### config.mk
export PLATFORM = sky130hd
export DESIGN_NAME = sha512_queue
export DESIGN_NICKNAME = d
export VERILOG_FILES = /design/src/rtl/sha512_hasher_unit_assert.svh /design/src/rtl/sha512_pkg.sv /design/src/rtl/sha512_queue.sv
export SDC_FILE = /design/constraint.sdc
export NUM_CORES = 1
export LEC_CHECK = 0
export BUFFER_PORTS_ARGS = -buffer_cell sky130_fd_sc_hd__buf_2
export CAP_MARGIN = 20
export CORE_MARGIN = 3
export CORE_UTILIZATION = 61
export DETAILED_ROUTE_END_ITERATION = 16
export HOLD_SLACK_MARGIN = 0.03
export PLACE_DENSITY = 0.88
export SLEW_MARGIN = 20
export SYNTH_ARGS = -nofsm -noshare
export SYNTH_HDL_FRONTEND = slang
export SYNTH_SLANG_ARGS = --single-unit
### constraint.sdc
create_clock -name clock -period 5.8 [get_ports clock]
set_input_delay 0.29 -clock clock [delete_from_list [all_inputs] [get_ports clock]]
set_output_delay 0.29 -clock clock [all_outputs]
set_load 0.05 [all_outputs]
### src/rtl/sha512_hasher_unit_assert.svh
// ----------------------------------------------------------------------------
// SHA-512 hasher assertion macros
// Shorthand for the concurrent checks at the end of the top level.
// ----------------------------------------------------------------------------
`ifndef SHA512_HASHER_UNIT_ASSERT_SVH
`define SHA512_HASHER_UNIT_ASSERT_SVH

// same-cycle implication
`define SHA_ASSERT_SAME(label, clk, rst, ante, cons, msg) \
   label: assert property (@(posedge clk) disable iff (rst) (ante) |-> (cons)) \
      else $error(msg);

// next-cycle implication
`define SHA_ASSERT_NEXT(label, clk, rst, ante, cons, msg) \
   label: assert property (@(posedge clk) disable iff (rst) (ante) |=> (cons)) \
      else $error(msg);

`endif

### src/rtl/sha512_pkg.sv
// ----------------------------------------------------------------------------
// SHA-512 package
// Queue item type, initial hash value and round constants.
// ----------------------------------------------------------------------------
`default_nettype none

package sha512_pkg;

   typedef struct packed {
      logic [63:0] word;
      logic        final_word;
   } queue_item_type;

   localparam logic [63:0] PAD_WORD = 64'h8000000000000000;

   localparam logic [63:0] INIT_HASH [8] = '{
      64'h6a09e667f3bcc908, 64'hbb67ae8584caa73b, 64'h3c6ef372fe94f82b,
      64'ha54ff53a5f1d36f1, 64'h510e527fade682d1, 64'h9b05688c2b3e6c1f,
      64'h1f83d9abfb41bd6b, 64'h5be0cd19137e2179
   };

   localparam logic [63:0] ROUND_K [80] = '{
      64'h428a2f98d728ae22, 64'h7137449123ef65cd, 64'hb5c0fbcfec4d3b2f, 64'he9b5dba58189dbbc,
      64'h3956c25bf348b538, 64'h59f111f1b605d019, 64'h923f82a4af194f9b, 64'hab1c5ed5da6d8118,
      64'hd807aa98a3030242, 64'h12835b0145706fbe, 64'h243185be4ee4b28c, 64'h550c7dc3d5ffb4e2,
      64'h72be5d74f27b896f, 64'h80deb1fe3b1696b1, 64'h9bdc06a725c71235, 64'hc19bf174cf692694,
      64'he49b69c19ef14ad2, 64'hefbe4786384f25e3, 64'h0fc19dc68b8cd5b5, 64'h240ca1cc77ac9c65,
      64'h2de92c6f592b0275, 64'h4a7484aa6ea6e483, 64'h5cb0a9dcbd41fbd4, 64'h76f988da831153b5,
      64'h983e5152ee66dfab, 64'ha831c66d2db43210, 64'hb00327c898fb213f, 64'hbf597fc7beef0ee4,
      64'hc6e00bf33da88fc2, 64'hd5a79147930aa725, 64'h06ca6351e003826f, 64'h142929670a0e6e70,
      64'h27b70a8546d22ffc, 64'h2e1b21385c26c926, 64'h4d2c6dfc5ac42aed, 64'h53380d139d95b3df,
      64'h650a73548baf63de, 64'h766a0abb3c77b2a8, 64'h81c2c92e47edaee6, 64'h92722c851482353b,
      64'ha2bfe8a14cf10364, 64'ha81a664bbc423001, 64'hc24b8b70d0f89791, 64'hc76c51a30654be30,
      64'hd192e819d6ef5218, 64'hd69906245565a910, 64'hf40e35855771202a, 64'h106aa07032bbd1b8,
      64'h19a4c116b8d2d0c8, 64'h1e376c085141ab53, 64'h2748774cdf8eeb99, 64'h34b0bcb5e19b48a8,
      64'h391c0cb3c5c95a63, 64'h4ed8aa4ae3418acb, 64'h5b9cca4f7763e373, 64'h682e6ff3d6b2b8a3,
      64'h748f82ee5defb2fc, 64'h78a5636f43172f60, 64'h84c87814a1f0ab72, 64'h8cc702081a6439ec,
      64'h90befffa23631e28, 64'ha4506cebde82bde9, 64'hbef9a3f7b2c67915, 64'hc67178f2e372532b,
      64'hca273eceea26619c, 64'hd186b8c721c0c207, 64'heada7dd6cde0eb1e, 64'hf57d4f7fee6ed178,
      64'h06f067aa72176fba, 64'h0a637dc5a2c898a6, 64'h113f9804bef90dae, 64'h1b710b35131c471b,
      64'h28db77f523047d84, 64'h32caab7b40c72493, 64'h3c9ebe0a15c9bebc, 64'h431d67c49c100d4c,
      64'h4cc5d4becb3e42b6, 64'h597f299cfc657e2a, 64'h5fcb6fab3ad6faec, 64'h6c44198c4a475817
   };

endpackage

`default_nettype wire

### src/rtl/sha512_queue.sv
// ----------------------------------------------------------------------------
// SHA-512 word queue
// Short FIFO of block words between the front end and the round engine.
// ----------------------------------------------------------------------------
`default_nettype none

module sha512_queue #(
   parameter int DEPTH = 4
) (
   input  wire logic                       clock,
   input  wire logic                       reset,
   input  wire logic                       push,
   input  wire sha512_pkg::queue_item_type push_item,
   output logic                            full,
   input  wire logic                       pop,
   output sha512_pkg::queue_item_type      pop_item,
   output logic                            empty,
   output logic [$clog2(DEPTH+1)-1:0]      level
);
   import sha512_pkg::*;

   localparam int PW = (DEPTH > 1) ? $clog2(DEPTH) : 1;
   localparam int CW = $clog2(DEPTH+1);

   queue_item_type     slot_ff [DEPTH];
   logic [PW-1:0]      wr_ff, wr_in, rd_ff, rd_in;
   logic [CW-1:0]      cnt_ff, cnt_in;
   logic               do_push, do_pop;

   always_comb begin
      full     = (cnt_ff == CW'(DEPTH));
      empty    = (cnt_ff == '0);
      level    = cnt_ff;
      pop_item = slot_ff[rd_ff];
      do_push  = push && !full;
      do_pop   = pop && !empty;
      wr_in    = do_push ? ((wr_ff == PW'(DEPTH-1)) ? '0 : wr_ff + 1'b1) : wr_ff;
      rd_in    = do_pop ? ((rd_ff == PW'(DEPTH-1)) ? '0 : rd_ff + 1'b1) : rd_ff;
      cnt_in   = cnt_ff + CW'(do_push) - CW'(do_pop);
   end

   always_ff @(posedge clock) begin
      if (do_push) begin
         slot_ff[wr_ff] <= push_item;
      end
      if (reset) begin
         wr_ff  <= '0;
         rd_ff  <= '0;
         cnt_ff <= '0;
      end else begin
         wr_ff  <= wr_in;
         rd_ff  <= rd_in;
         cnt_ff <= cnt_in;
      end
   end

endmodule

`default_nettype wire

==> impl_metrics.tcl <==
set metrics [dict create \
    status "finished, final reports clean" \
    clk_pin_slew_ns 0.06 \
    synth.net_count 466 \
    slew_violations 0 \
    dp_hpwl_mm 9.87 \
    crit_chain "buf_4 -> mux4_2 -> buf_2" \
    rows 45 \
    maxCapViolCount 0 \
    synthToLayoutAreaGrowth_pct 24.4 \
    hold_viol 0 \
    leakagePower_nw 4.20 \
    ys.flop_type "edfxtp_1" \
    dieArea_mm2 0.0177 \
    routed_wirelength_mm 18.1 \
    dp_cells 724 \
    cts.sinks 269 \
    syn_area_mm2 0.00984 \
    grt_usage_pct 21.3 \
    avgSynthCellArea_um2 25.3 \
    grt_max_degree 66 \
    root_buffer "clkbuf_16" \
    clk_latency_ns 0.51 \
    cpPeakStageDelay_ns 0.70 \
    fin_tns_setup_ns 0 \
    wl_per_cell_um 21.7 \
    yosys-top-cells-area "edfxtp_1 (79%), mux4_2 (15%), dfxtp_1 (1.8%)" \
    crit_required_ns 5.51 \
    core_mm2 0.0155 \
    place_area_mm2 0.0107 \
    fin_skew_ns 0.00879 \
    min_from "reset" \
    critPathBufInv 2 \
    cts_buffers 26 \
    worst_slew_margin_rel_pct 33.5 \
    grt_pass1_vias 5180 \
    filler_cell_count 735 \
    num_antenna_cells 0 \
    ys_seq_area_share_pct 81.1 \
    synthMostInstantiatedCell "edfxtp_1" \
    worstHoldEndpoint "wr_ff[1]$_SDFFE_PP0P_" \
    critPathArrivalTime_ns 2.82 \
    synth_edf_count 260 \
    critPathMaxFanout 41 \
    numPortBuffers 138 \
    powerDensity_mw_per_mm2 462 \
    cts_buffer_depth 3 \
    netlist_instances 389 \
    fp.dieH_um 133 \
    critPathKind "register to output pin" \
    drive_above_1_share_pct 39.9 \
    endpoint_kind "output pin" \
    worst_slew_pin_slew_ns 0.997 \
    antenna_found_initial 0 \
    synth_common_cells "edfxtp_1 (260), mux4_2 (65), dfxtp_1 (9), inv_1 (8)" \
    vias 4777 \
    drc 0 \
    synth_cell_types 25 \
    post-route-period-util_pct 53.7 \
    cts_setup_buffers 0 \
    post-route-cell-area_mm2 0.0122 \
    start_util_pct 63.6 \
    reg2reg_from "level[1]$_SDFF_PP0_" \
    pin_count 139 \
    critPathSlowestCell "buf_4" \
    max_freq_mhz 321 \
    rsz0062_at_grt "no" \
    synth-seq-cells 269 \
    fin_util_pct 79.1 \
    ant_nets 0 \
    gr-total-overflow 0 \
    synth_warnings 0 \
    async_reset_ff_share_pct 0 \
    viasPerCell 5.72 \
    drt_pre_antenna_iters 5 \
    die_x_um 133 \
    finalSetupViolCount 0 \
    synth_top_area_share_pct 79.3 \
    start_kind "register" \
    instances_no_fill 835 \
    grt_pass1_wl_mm 29.1 \
    r2r_slack_ns 3.36 \
    min_delay_path_depth 2 \
    hold_class "input port to register" \
    gp_congestion 0.716 \
    hold_ws_ns 0.0724 \
    worst_r2r_endpoint "level[2]$_SDFF_PP0_" \
    worstRegToRegCells 8 \
    fin_crit_ns 3.11 \
    critPathTopFamily "buffers and inverters" \
    drtIter0Drc 416 \
    htreeDepth 1 \
    multi_input_area_mm2 0.00175 \
    register_area_mm2 0.00800 \
    synth_area_leader_cell "edfxtp_1" \
    nets 683 \
    cts_tree "yes" \
    cp.depth 3 \
    ir_drop_v 0.000512 \
]
worst max-delay path by stage:
stage,start,end,slack [ns]
2_1_floorplan,level[2]$_SDFF_PP0_,level[1]$_SDFF_PP0_,3.36
3_3_place_gp,register,pop_item[37],3.14
3_5_place_dp,register,pop_item[37],3.13
4_1_cts,register,pop_item[37],2.58
5_1_grt,register,pop_item[37],2.42
6_report,register,pop_item[37],2.69
kinds of logic (layout without fill, tap and decap cells):
group	Yosys count	in the layout	share of synthesized area, %
flops	269	269	81.1
mux	66	66	15.0
buf+inv	23	258	1.23
simple gates	16	16	0.992
fa+ha+maj	8	8	1.09
compound gates	5	5	0.381
xor+xnor	2	2	0.178
metrics by stage:
| step | setup slack [ns] | power [W] |
|---|---|---|
| floorplan | 3.36 | 0.00366 |
| global placement | 3.14 | 0.00396 |
| detailed placement | 3.13 | 0.00401 |
| CTS | 2.58 | 0.00570 |
| global route | 2.42 | 0.00586 |
| finish | 2.69 | 0.00565 |
layer usage:
metal	GRT usage, %	share of wire (%)
met1	29.9	40
met2	35.6	52
met3	3.46	5.6
met4	6.24	2.1
met5	0	0
registers in the layout, indices dropped and copies added (netlist names), named ones only:
name	cells
rd_ff	2
wr_ff	2
level	3
slot_ff	260
report_power, final:
part           internal (W)  switching [W]
registers           0.00235       0.000115
logic              0.000474        0.00105
clock network      0.000999       0.000661
worst reg2reg max path: cells and delay by family (launching register included):
family | cells | cell delay (ns)
AO/OA/AOI/OAI | 1 | 0.65
AND/OR/NAND/NOR | 1 | 0.08
flip-flops | 1 | 0.36
buffers and inverters | 2 | 0.14
XOR/XNOR | 1 | 0.23
adder cells (fa/ha/maj) | 3 | 0.86
cell usage in the layout (no fill, tap or decap), drive strengths merged:
master       instances
dfxtp                9
a21o                 1
nand3                2
dlygate4sd3         65
nor3                 2
clkinvlp             1
ha                   7
nor2                 2
bufinv               4
xnor2                2
buf                139
mux4                65
nor2b                2
edfxtp             260
and3                 4
or3b                 1
nand2                1
inv                  8
mux2i                1
clkbuf              30
o31ai                2
or3                  1
a21oi                2
clkinv              11
and2                 1
fa                   1
area by class of cell:
| cell class | count | share of cell area, % |
|---|---|---|
| Clock buffer | 30 | 5.44 |
| Inverter | 8 | 0.245 |
| Sequential cell | 269 | 65.3 |
| Clock inverter | 16 | 1.53 |
| Timing Repair Buffer | 204 | 11.0 |
| Tap cell | 211 | 2.16 |
| Multi-Input combinational cell | 97 | 14.3 |
timing repair:
| action | in CTS | in global routing |
|---|---|---|
| endpoints found under the hold margin | 260 | 0 |
| endpoints found under the setup margin | 0 | 0 |
| resized for setup | 0 | 0 |
| hold buffers | 65 | 0 |
No activity file was read; power rests on OpenSTA's default activity.
