`config.mk`:
```
export PLATFORM = sky130hd
export DESIGN_NAME = sha512_front
export DESIGN_NICKNAME = d
export VERILOG_FILES = /design/src/rtl/sha512_hasher_unit_assert.svh /design/src/rtl/sha512_pkg.sv /design/src/rtl/sha512_front.sv
export SDC_FILE = /design/constraint.sdc
export NUM_CORES = 1
export LEC_CHECK = 0
export BUFFER_PORTS_ARGS = -buffer_cell sky130_fd_sc_hd__buf_2
export CAP_MARGIN = 20
export CORE_MARGIN = 2
export CORE_UTILIZATION = 53
export DETAILED_ROUTE_END_ITERATION = 12
export PLACE_DENSITY = 0.89
export SYNTH_ARGS = -nofsm -noshare
export SYNTH_HDL_FRONTEND = slang
export SYNTH_SLANG_ARGS = --single-unit
```
`constraint.sdc`:
```
create_clock -name clock -period 4.18 [get_ports clock]
set_input_delay 1.045 -clock clock [delete_from_list [all_inputs] [get_ports clock]]
set_output_delay 1.045 -clock clock [all_outputs]
set_load 0.01 [all_outputs]
```
`src/rtl/sha512_hasher_unit_assert.svh`:
```
// ----------------------------------------------------------------------------
// SHA-512 hasher assertion macros
// Shorthand for the concurrent checks at the end of the top level.
// ----------------------------------------------------------------------------
`ifndef SHA512_HASHER_UNIT_ASSERT_SVH
`define SHA512_HASHER_UNIT_ASSERT_SVH

// same-cycle implication
`define SHA_ASSERT_SAME(label, clk, rst, ante, cons, msg) \
   label: assert property (@(posedge clk) disable iff (rst) (ante) |-> (cons)) \
      else $error(msg);

// next-cycle implication
`define SHA_ASSERT_NEXT(label, clk, rst, ante, cons, msg) \
   label: assert property (@(posedge clk) disable iff (rst) (ante) |=> (cons)) \
      else $error(msg);

`endif

```
`src/rtl/sha512_pkg.sv`:
```
// ----------------------------------------------------------------------------
// SHA-512 package
// Queue item type, initial hash value and round constants.
// ----------------------------------------------------------------------------
`default_nettype none

package sha512_pkg;

   typedef struct packed {
      logic [63:0] word;
      logic        final_word;
   } queue_item_type;

   localparam logic [63:0] PAD_WORD = 64'h8000000000000000;

   localparam logic [63:0] INIT_HASH [8] = '{
      64'h6a09e667f3bcc908, 64'hbb67ae8584caa73b, 64'h3c6ef372fe94f82b,
      64'ha54ff53a5f1d36f1, 64'h510e527fade682d1, 64'h9b05688c2b3e6c1f,
      64'h1f83d9abfb41bd6b, 64'h5be0cd19137e2179
   };

   localparam logic [63:0] ROUND_K [80] = '{
      64'h428a2f98d728ae22, 64'h7137449123ef65cd, 64'hb5c0fbcfec4d3b2f, 64'he9b5dba58189dbbc,
      64'h3956c25bf348b538, 64'h59f111f1b605d019, 64'h923f82a4af194f9b, 64'hab1c5ed5da6d8118,
      64'hd807aa98a3030242, 64'h12835b0145706fbe, 64'h243185be4ee4b28c, 64'h550c7dc3d5ffb4e2,
      64'h72be5d74f27b896f, 64'h80deb1fe3b1696b1, 64'h9bdc06a725c71235, 64'hc19bf174cf692694,
      64'he49b69c19ef14ad2, 64'hefbe4786384f25e3, 64'h0fc19dc68b8cd5b5, 64'h240ca1cc77ac9c65,
      64'h2de92c6f592b0275, 64'h4a7484aa6ea6e483, 64'h5cb0a9dcbd41fbd4, 64'h76f988da831153b5,
      64'h983e5152ee66dfab, 64'ha831c66d2db43210, 64'hb00327c898fb213f, 64'hbf597fc7beef0ee4,
      64'hc6e00bf33da88fc2, 64'hd5a79147930aa725, 64'h06ca6351e003826f, 64'h142929670a0e6e70,
      64'h27b70a8546d22ffc, 64'h2e1b21385c26c926, 64'h4d2c6dfc5ac42aed, 64'h53380d139d95b3df,
      64'h650a73548baf63de, 64'h766a0abb3c77b2a8, 64'h81c2c92e47edaee6, 64'h92722c851482353b,
      64'ha2bfe8a14cf10364, 64'ha81a664bbc423001, 64'hc24b8b70d0f89791, 64'hc76c51a30654be30,
      64'hd192e819d6ef5218, 64'hd69906245565a910, 64'hf40e35855771202a, 64'h106aa07032bbd1b8,
      64'h19a4c116b8d2d0c8, 64'h1e376c085141ab53, 64'h2748774cdf8eeb99, 64'h34b0bcb5e19b48a8,
      64'h391c0cb3c5c95a63, 64'h4ed8aa4ae3418acb, 64'h5b9cca4f7763e373, 64'h682e6ff3d6b2b8a3,
      64'h748f82ee5defb2fc, 64'h78a5636f43172f60, 64'h84c87814a1f0ab72, 64'h8cc702081a6439ec,
      64'h90befffa23631e28, 64'ha4506cebde82bde9, 64'hbef9a3f7b2c67915, 64'hc67178f2e372532b,
      64'hca273eceea26619c, 64'hd186b8c721c0c207, 64'heada7dd6cde0eb1e, 64'hf57d4f7fee6ed178,
      64'h06f067aa72176fba, 64'h0a637dc5a2c898a6, 64'h113f9804bef90dae, 64'h1b710b35131c471b,
      64'h28db77f523047d84, 64'h32caab7b40c72493, 64'h3c9ebe0a15c9bebc, 64'h431d67c49c100d4c,
      64'h4cc5d4becb3e42b6, 64'h597f299cfc657e2a, 64'h5fcb6fab3ad6faec, 64'h6c44198c4a475817
   };

endpackage

`default_nettype wire

```
`src/rtl/sha512_front.sv`:
```
// ----------------------------------------------------------------------------
// SHA-512 front end
// Accepts message items, counts bytes and emits block words with padding.
// ----------------------------------------------------------------------------
`default_nettype none

module sha512_front (
   input  wire logic                       clock,
   input  wire logic                       reset,
   input  wire logic                       req_valid,
   output logic                            req_stall,
   input  wire logic [63:0]                req_data_word,
   input  wire logic [3:0]                 req_valid_bytes,
   input  wire logic                       req_last_word,
   output logic                            push_valid,
   output sha512_pkg::queue_item_type      push_item,
   input  wire logic                       queue_full
);
   import sha512_pkg::*;

   typedef enum logic [2:0] {FR_IDLE, FR_PAD, FR_ZERO, FR_LEN_HI, FR_LEN_LO} state_type;

   state_type   state_ff, state_in;
   logic [3:0]  pos_ff, pos_in;
   logic [63:0] bytes_ff, bytes_in;
   logic [3:0]  vb_sat;
   logic [63:0] keep_mask;

   always_comb begin
      vb_sat    = (req_valid_bytes > 4'd8) ? 4'd8 : req_valid_bytes;
      keep_mask = (vb_sat == 4'd0) ? 64'd0 : (~64'd0 << (7'd64 - {vb_sat, 3'b000}));
      state_in  = state_ff;
      pos_in    = pos_ff;
      bytes_in  = bytes_ff;
      req_stall = (state_ff != FR_IDLE) || queue_full;
      push_valid = 1'b0;
      push_item.word = 64'd0;
      push_item.final_word = 1'b0;
      unique case (state_ff)
         FR_IDLE: begin
            if (req_valid && !queue_full) begin
               push_valid = 1'b1;
               pos_in = pos_ff + 4'd1;
               if (!req_last_word) begin
                  push_item.word = req_data_word;
                  bytes_in = bytes_ff + 64'd8;
               end else begin
                  bytes_in = bytes_ff + {60'd0, vb_sat};
                  if (vb_sat == 4'd8) begin
                     push_item.word = req_data_word;
                     state_in = FR_PAD;
                  end else begin
                     push_item.word = (req_data_word & keep_mask)
                                    | (PAD_WORD >> {vb_sat, 3'b000});
                     state_in = FR_ZERO;
                  end
               end
            end
         end
         FR_PAD: begin
            if (!queue_full) begin
               push_valid = 1'b1;
               push_item.word = PAD_WORD;
               pos_in = pos_ff + 4'd1;
               state_in = FR_ZERO;
            end
         end
         FR_ZERO: begin
            if (pos_ff == 4'd14) begin
               state_in = FR_LEN_HI;
            end else if (!queue_full) begin
               push_valid = 1'b1;
               pos_in = pos_ff + 4'd1;
            end
         end
         FR_LEN_HI: begin
            if (!queue_full) begin
               push_valid = 1'b1;
               push_item.word = {61'd0, bytes_ff[63:61]};
               pos_in = pos_ff + 4'd1;
               state_in = FR_LEN_LO;
            end
         end
         FR_LEN_LO: begin
            if (!queue_full) begin
               push_valid = 1'b1;
               push_item.word = {bytes_ff[60:0], 3'b000};
               push_item.final_word = 1'b1;
               pos_in = 4'd0;
               bytes_in = 64'd0;
               state_in = FR_IDLE;
            end
         end
         default: state_in = FR_IDLE;
      endcase
   end

   always_ff @(posedge clock) begin
      if (reset) begin
         state_ff <= FR_IDLE;
         pos_ff   <= 4'd0;
         bytes_ff <= 64'd0;
      end else begin
         state_ff <= state_in;
         pos_ff   <= pos_in;
         bytes_ff <= bytes_in;
      end
   end

endmodule

`default_nettype wire

```
==> run_results.csv <==
group,metric,value,unit
layout,final_layout_size_suffix_gt1_share,22.8,%
routing,num_vias,5986,
critical_path,worst_r2r_path_depth,6,
synth,synth_top_family_by_area,"simple AND/OR/NAND/NOR gates",
critical_path,worstPathCellList,"buf_2 > o21bai_1 > ha_1 > o21a_1 > nor2_1 > o21a_1 > a22o_1 > buf_2",
synth,synthDistinctLibCells,51,
min_path,worst_hold_path_type,"flop to flop",
critical_path,cp_slowest_stage_delay,0.33,ns
clock_network,cts.clk_slew.worst_paths,0.08,ns
pwr,vdd_ir_drop_max,0.000210,V
synth,ys_seq_area_share,28.3,%
clock_network,numCtsBuffers,9,
sta,clock_skew,0.0139,ns
synth,synthArstFlopShare,0,%
global_routing,grt_pass1_wl,26400,um
pwr,p_per_area,275,nW/um^2
sta,setup_viol,0,
global_routing,overflow,0,
synth,synthXorXnorAreaFrac,1.92,%
synth,synth_simple_gate_area_share,31.4,%
min_path,holdPathStages,2,
layout,mostFrequentLayoutCells,"139 x buf_2, 71 x dfxtp_1, 58 x nand2_1, 56 x a22o_1, 51 x a21oi_1",
global_routing,antenna_found_initial,0,
die,io_pins,140,
layout,diodes,0,
critical_path,crit_path_start_kind,"primary input",
layout,stdcell_area,6090,um^2
sta,grt_setup_unrepaired,"false",
critical_path,endpoint_kind,"output pin",
critical_path,r2r-start,"bytes_ff[3]",
synth,synth_compound_area_share,27.1,%
place,numPortBuffers,139,
layout,layout_commonest_cell,"buf_2",
clock_network,clock-sinks,71,
clock_network,clk_latency,0.35,ns
sta,max-slew-margin-rel,32.7,%
routing,via_per_inst,6.56,
min_path,hold_end,"bytes_ff[50]",
die,coreArea,9240,um^2
routing,wl,16700,um
critical_path,path_class,"primary input to output pin",
synth,ys_ff_latch,71,
place,gp_congestion,0.983,
flow_run,max_cap_viol_count,0,
pwr,power.leakage,2.34,nW
synth,avgSynthCellArea,7.69,um^2
pwr,power,1.67,mW
synth,synthAdderAreaFrac,2.99,%
critical_path,crit_required,3.13,ns
synth,syn_area,5030,um^2
sta,setup_tns,0,ns
sta,worst_pin_slew,0.998,ns
clock_network,clock_path_buffers,2,
global_routing,grt_usage,31.7,%
routing,dr.pass1.iters,6,
sta,max_freq,250,MHz
sta,hold_violations,0,
sta,slew_violations,0,
layout,fin_nets,864,
clock_network,cts_tree,"built",
critical_path,regToRegEndpoint,"bytes_ff[54]",
synth,synth_warnings,0,
routing,drc,0,
die,design.die.area,10300,um^2
sta,min_period,3.99,ns
critical_path,cpMaxStageDelayCell,"ha_1",
synth,synthCells,654,
die,fp.dieH,101,um
routing,antenna_left,0,
die,fp.dieW,101,um
synth,syn_nets,739,
global_routing,grt_max_degree,36,
critical_path,crit_arrival,2.95,ns
run_status,status,"complete, no violations",
synth,muxShareOfSynthArea,3.41,%
routing,drt_iter0_markers,762,
clock_network,htreeDepth,3,
layout,area_growth,21.1,%
die,start_util,54.4,%
clock_network,cts_setup_buffers,0,
sta,finalCritPeriodShare,95.6,%
critical_path,crit_family,"compound AO/OA/AOI/OAI gates",
critical_path,path_max_fanout,12,
synth,synth_edf_count,0,
clock_network,cts_resized,0,
min_path,hp-start,"bytes_ff[50]",
place,place_hpwl,12400,um
clock_network,cts_root_buf,"clkbuf_8",
synth,synth_top_flop_cell,"dfxtp_1",
clock_network,ctsHoldBuffers,0,
routing,wl_per_cell,18.2,um
place,post_dp_cell_area,5840,um^2
die,core.rowCount,35,
global_routing,first_global_vias,5470,
critical_path,ff2ff_setup_slack,1.44,ns
critical_path,crit_buf_inv,2,
logic make-up after synthesis:
logic type / count (synthesis)
buf+inv: 59
mux: 17
fa+ha+maj: 12
simple gates: 291
xor+xnor: 11
flops: 71
compound gates: 193
registers in the layout, summed over array words and instances, names as in the netlist:
name and cells:
bytes_ff 64, state_ff 3, pos_ff 4
area by class of cell:
| type | instances | area [um^2] |
|---|---|---|
| Fill cell | 783 | 3150 |
| Timing Repair Buffer | 156 | 836 |
| Multi-Input combinational cell | 524 | 3360 |
| Sequential cell | 71 | 1420 |
| Clock inverter | 5 | 104 |
| Inverter | 17 | 63.8 |
| Clock buffer | 11 | 141 |
| Tap cell | 129 | 161 |
worst max-delay path by stage:
stage,start,slack [ns],endpoint,depth (start not counted)
final,req_valid_bytes[3],0.19,push_item[3],8
after global placement,req_valid_bytes[3],0.28,push_item[1],8
after detailed placement,req_valid_bytes[3],0.20,push_item[1],8
after floorplan,req_valid_bytes[3],0.35,push_item[1],7
after CTS,req_valid_bytes[3],0.20,push_item[1],8
after global routing,req_valid_bytes[3],0.01,push_item[3],8
cell usage after synthesis (2+ instances only):
library cell / instances / share of area, %
o21ai_0: 22 / 2.2
o21a_1: 7 / 1.0
or3_1: 34 / 4.2
a21o_1: 2 / 0.30
and3_1: 9 / 1.1
o31ai_1: 23 / 3.4
dfxtp_1: 71 / 28
nand2_1: 58 / 4.3
nand2b_1: 6 / 0.75
nor2_1: 35 / 2.6
or4_1: 24 / 3.6
nor3b_1: 2 / 0.30
a21oi_1: 51 / 5.1
a221o_1: 5 / 1.0
nor4_1: 11 / 1.4
xnor2_1: 8 / 1.4
nand3b_1: 2 / 0.30
a22oi_1: 4 / 0.60
mux2i_1: 16 / 3.2
a211oi_1: 3 / 0.45
nand4_1: 29 / 3.6
ha_1: 12 / 3.0
a211o_1: 2 / 0.35
clkbuf_1: 38 / 2.8
a2111oi_0: 3 / 0.52
a31oi_1: 6 / 0.75
or2_2: 2 / 0.25
and2_1: 3 / 0.37
nor2b_1: 3 / 0.37
nor3_1: 31 / 3.1
inv_1: 17 / 1.3
buf_6: 3 / 0.67
or3_4: 2 / 0.45
nand3_1: 31 / 3.1
a22o_1: 56 / 9.8
xor2_1: 3 / 0.52
and4_1: 6 / 1.0
through the flow:
step	hold slack [ns]	setup WS [ns]	utilization, %	cells
floorplan	0.452	0.352	-	654
global placement	0.477	0.279	63.2	897
detailed placement	0.498	0.203	63.2	897
CTS	0.509	0.204	65.9	913
global route	0.524	0.0125	65.9	913
finish	0.508	0.186	65.9	913
layer usage:
metal  vias to the layer above  wire, um  GRT usage, %
li1                       2785         -             -
met1                      2772      6570          39.9
met2                       380      7910          54.3
met3                        49      1770          5.80
met4                         0       399          11.4
met5                         -         0             0
worst register-to-register path: stages, from the launching register on:
cell and delay, ns:
dfxtp_1 0.39, ha_1 0.39, o21ai_0 0.15, a221o_1 0.47
and2_1 0.49, or4_1 0.63, a21oi_1 0.15
power breakdown:
part | total, mW | switching, mW | internal, mW
logic | 0.286 | 0.165 | 0.121
registers | 0.694 | 0.0118 | 0.682
clock network | 0.693 | 0.279 | 0.415
Note: power is estimated with default switching activity, not from simulation.
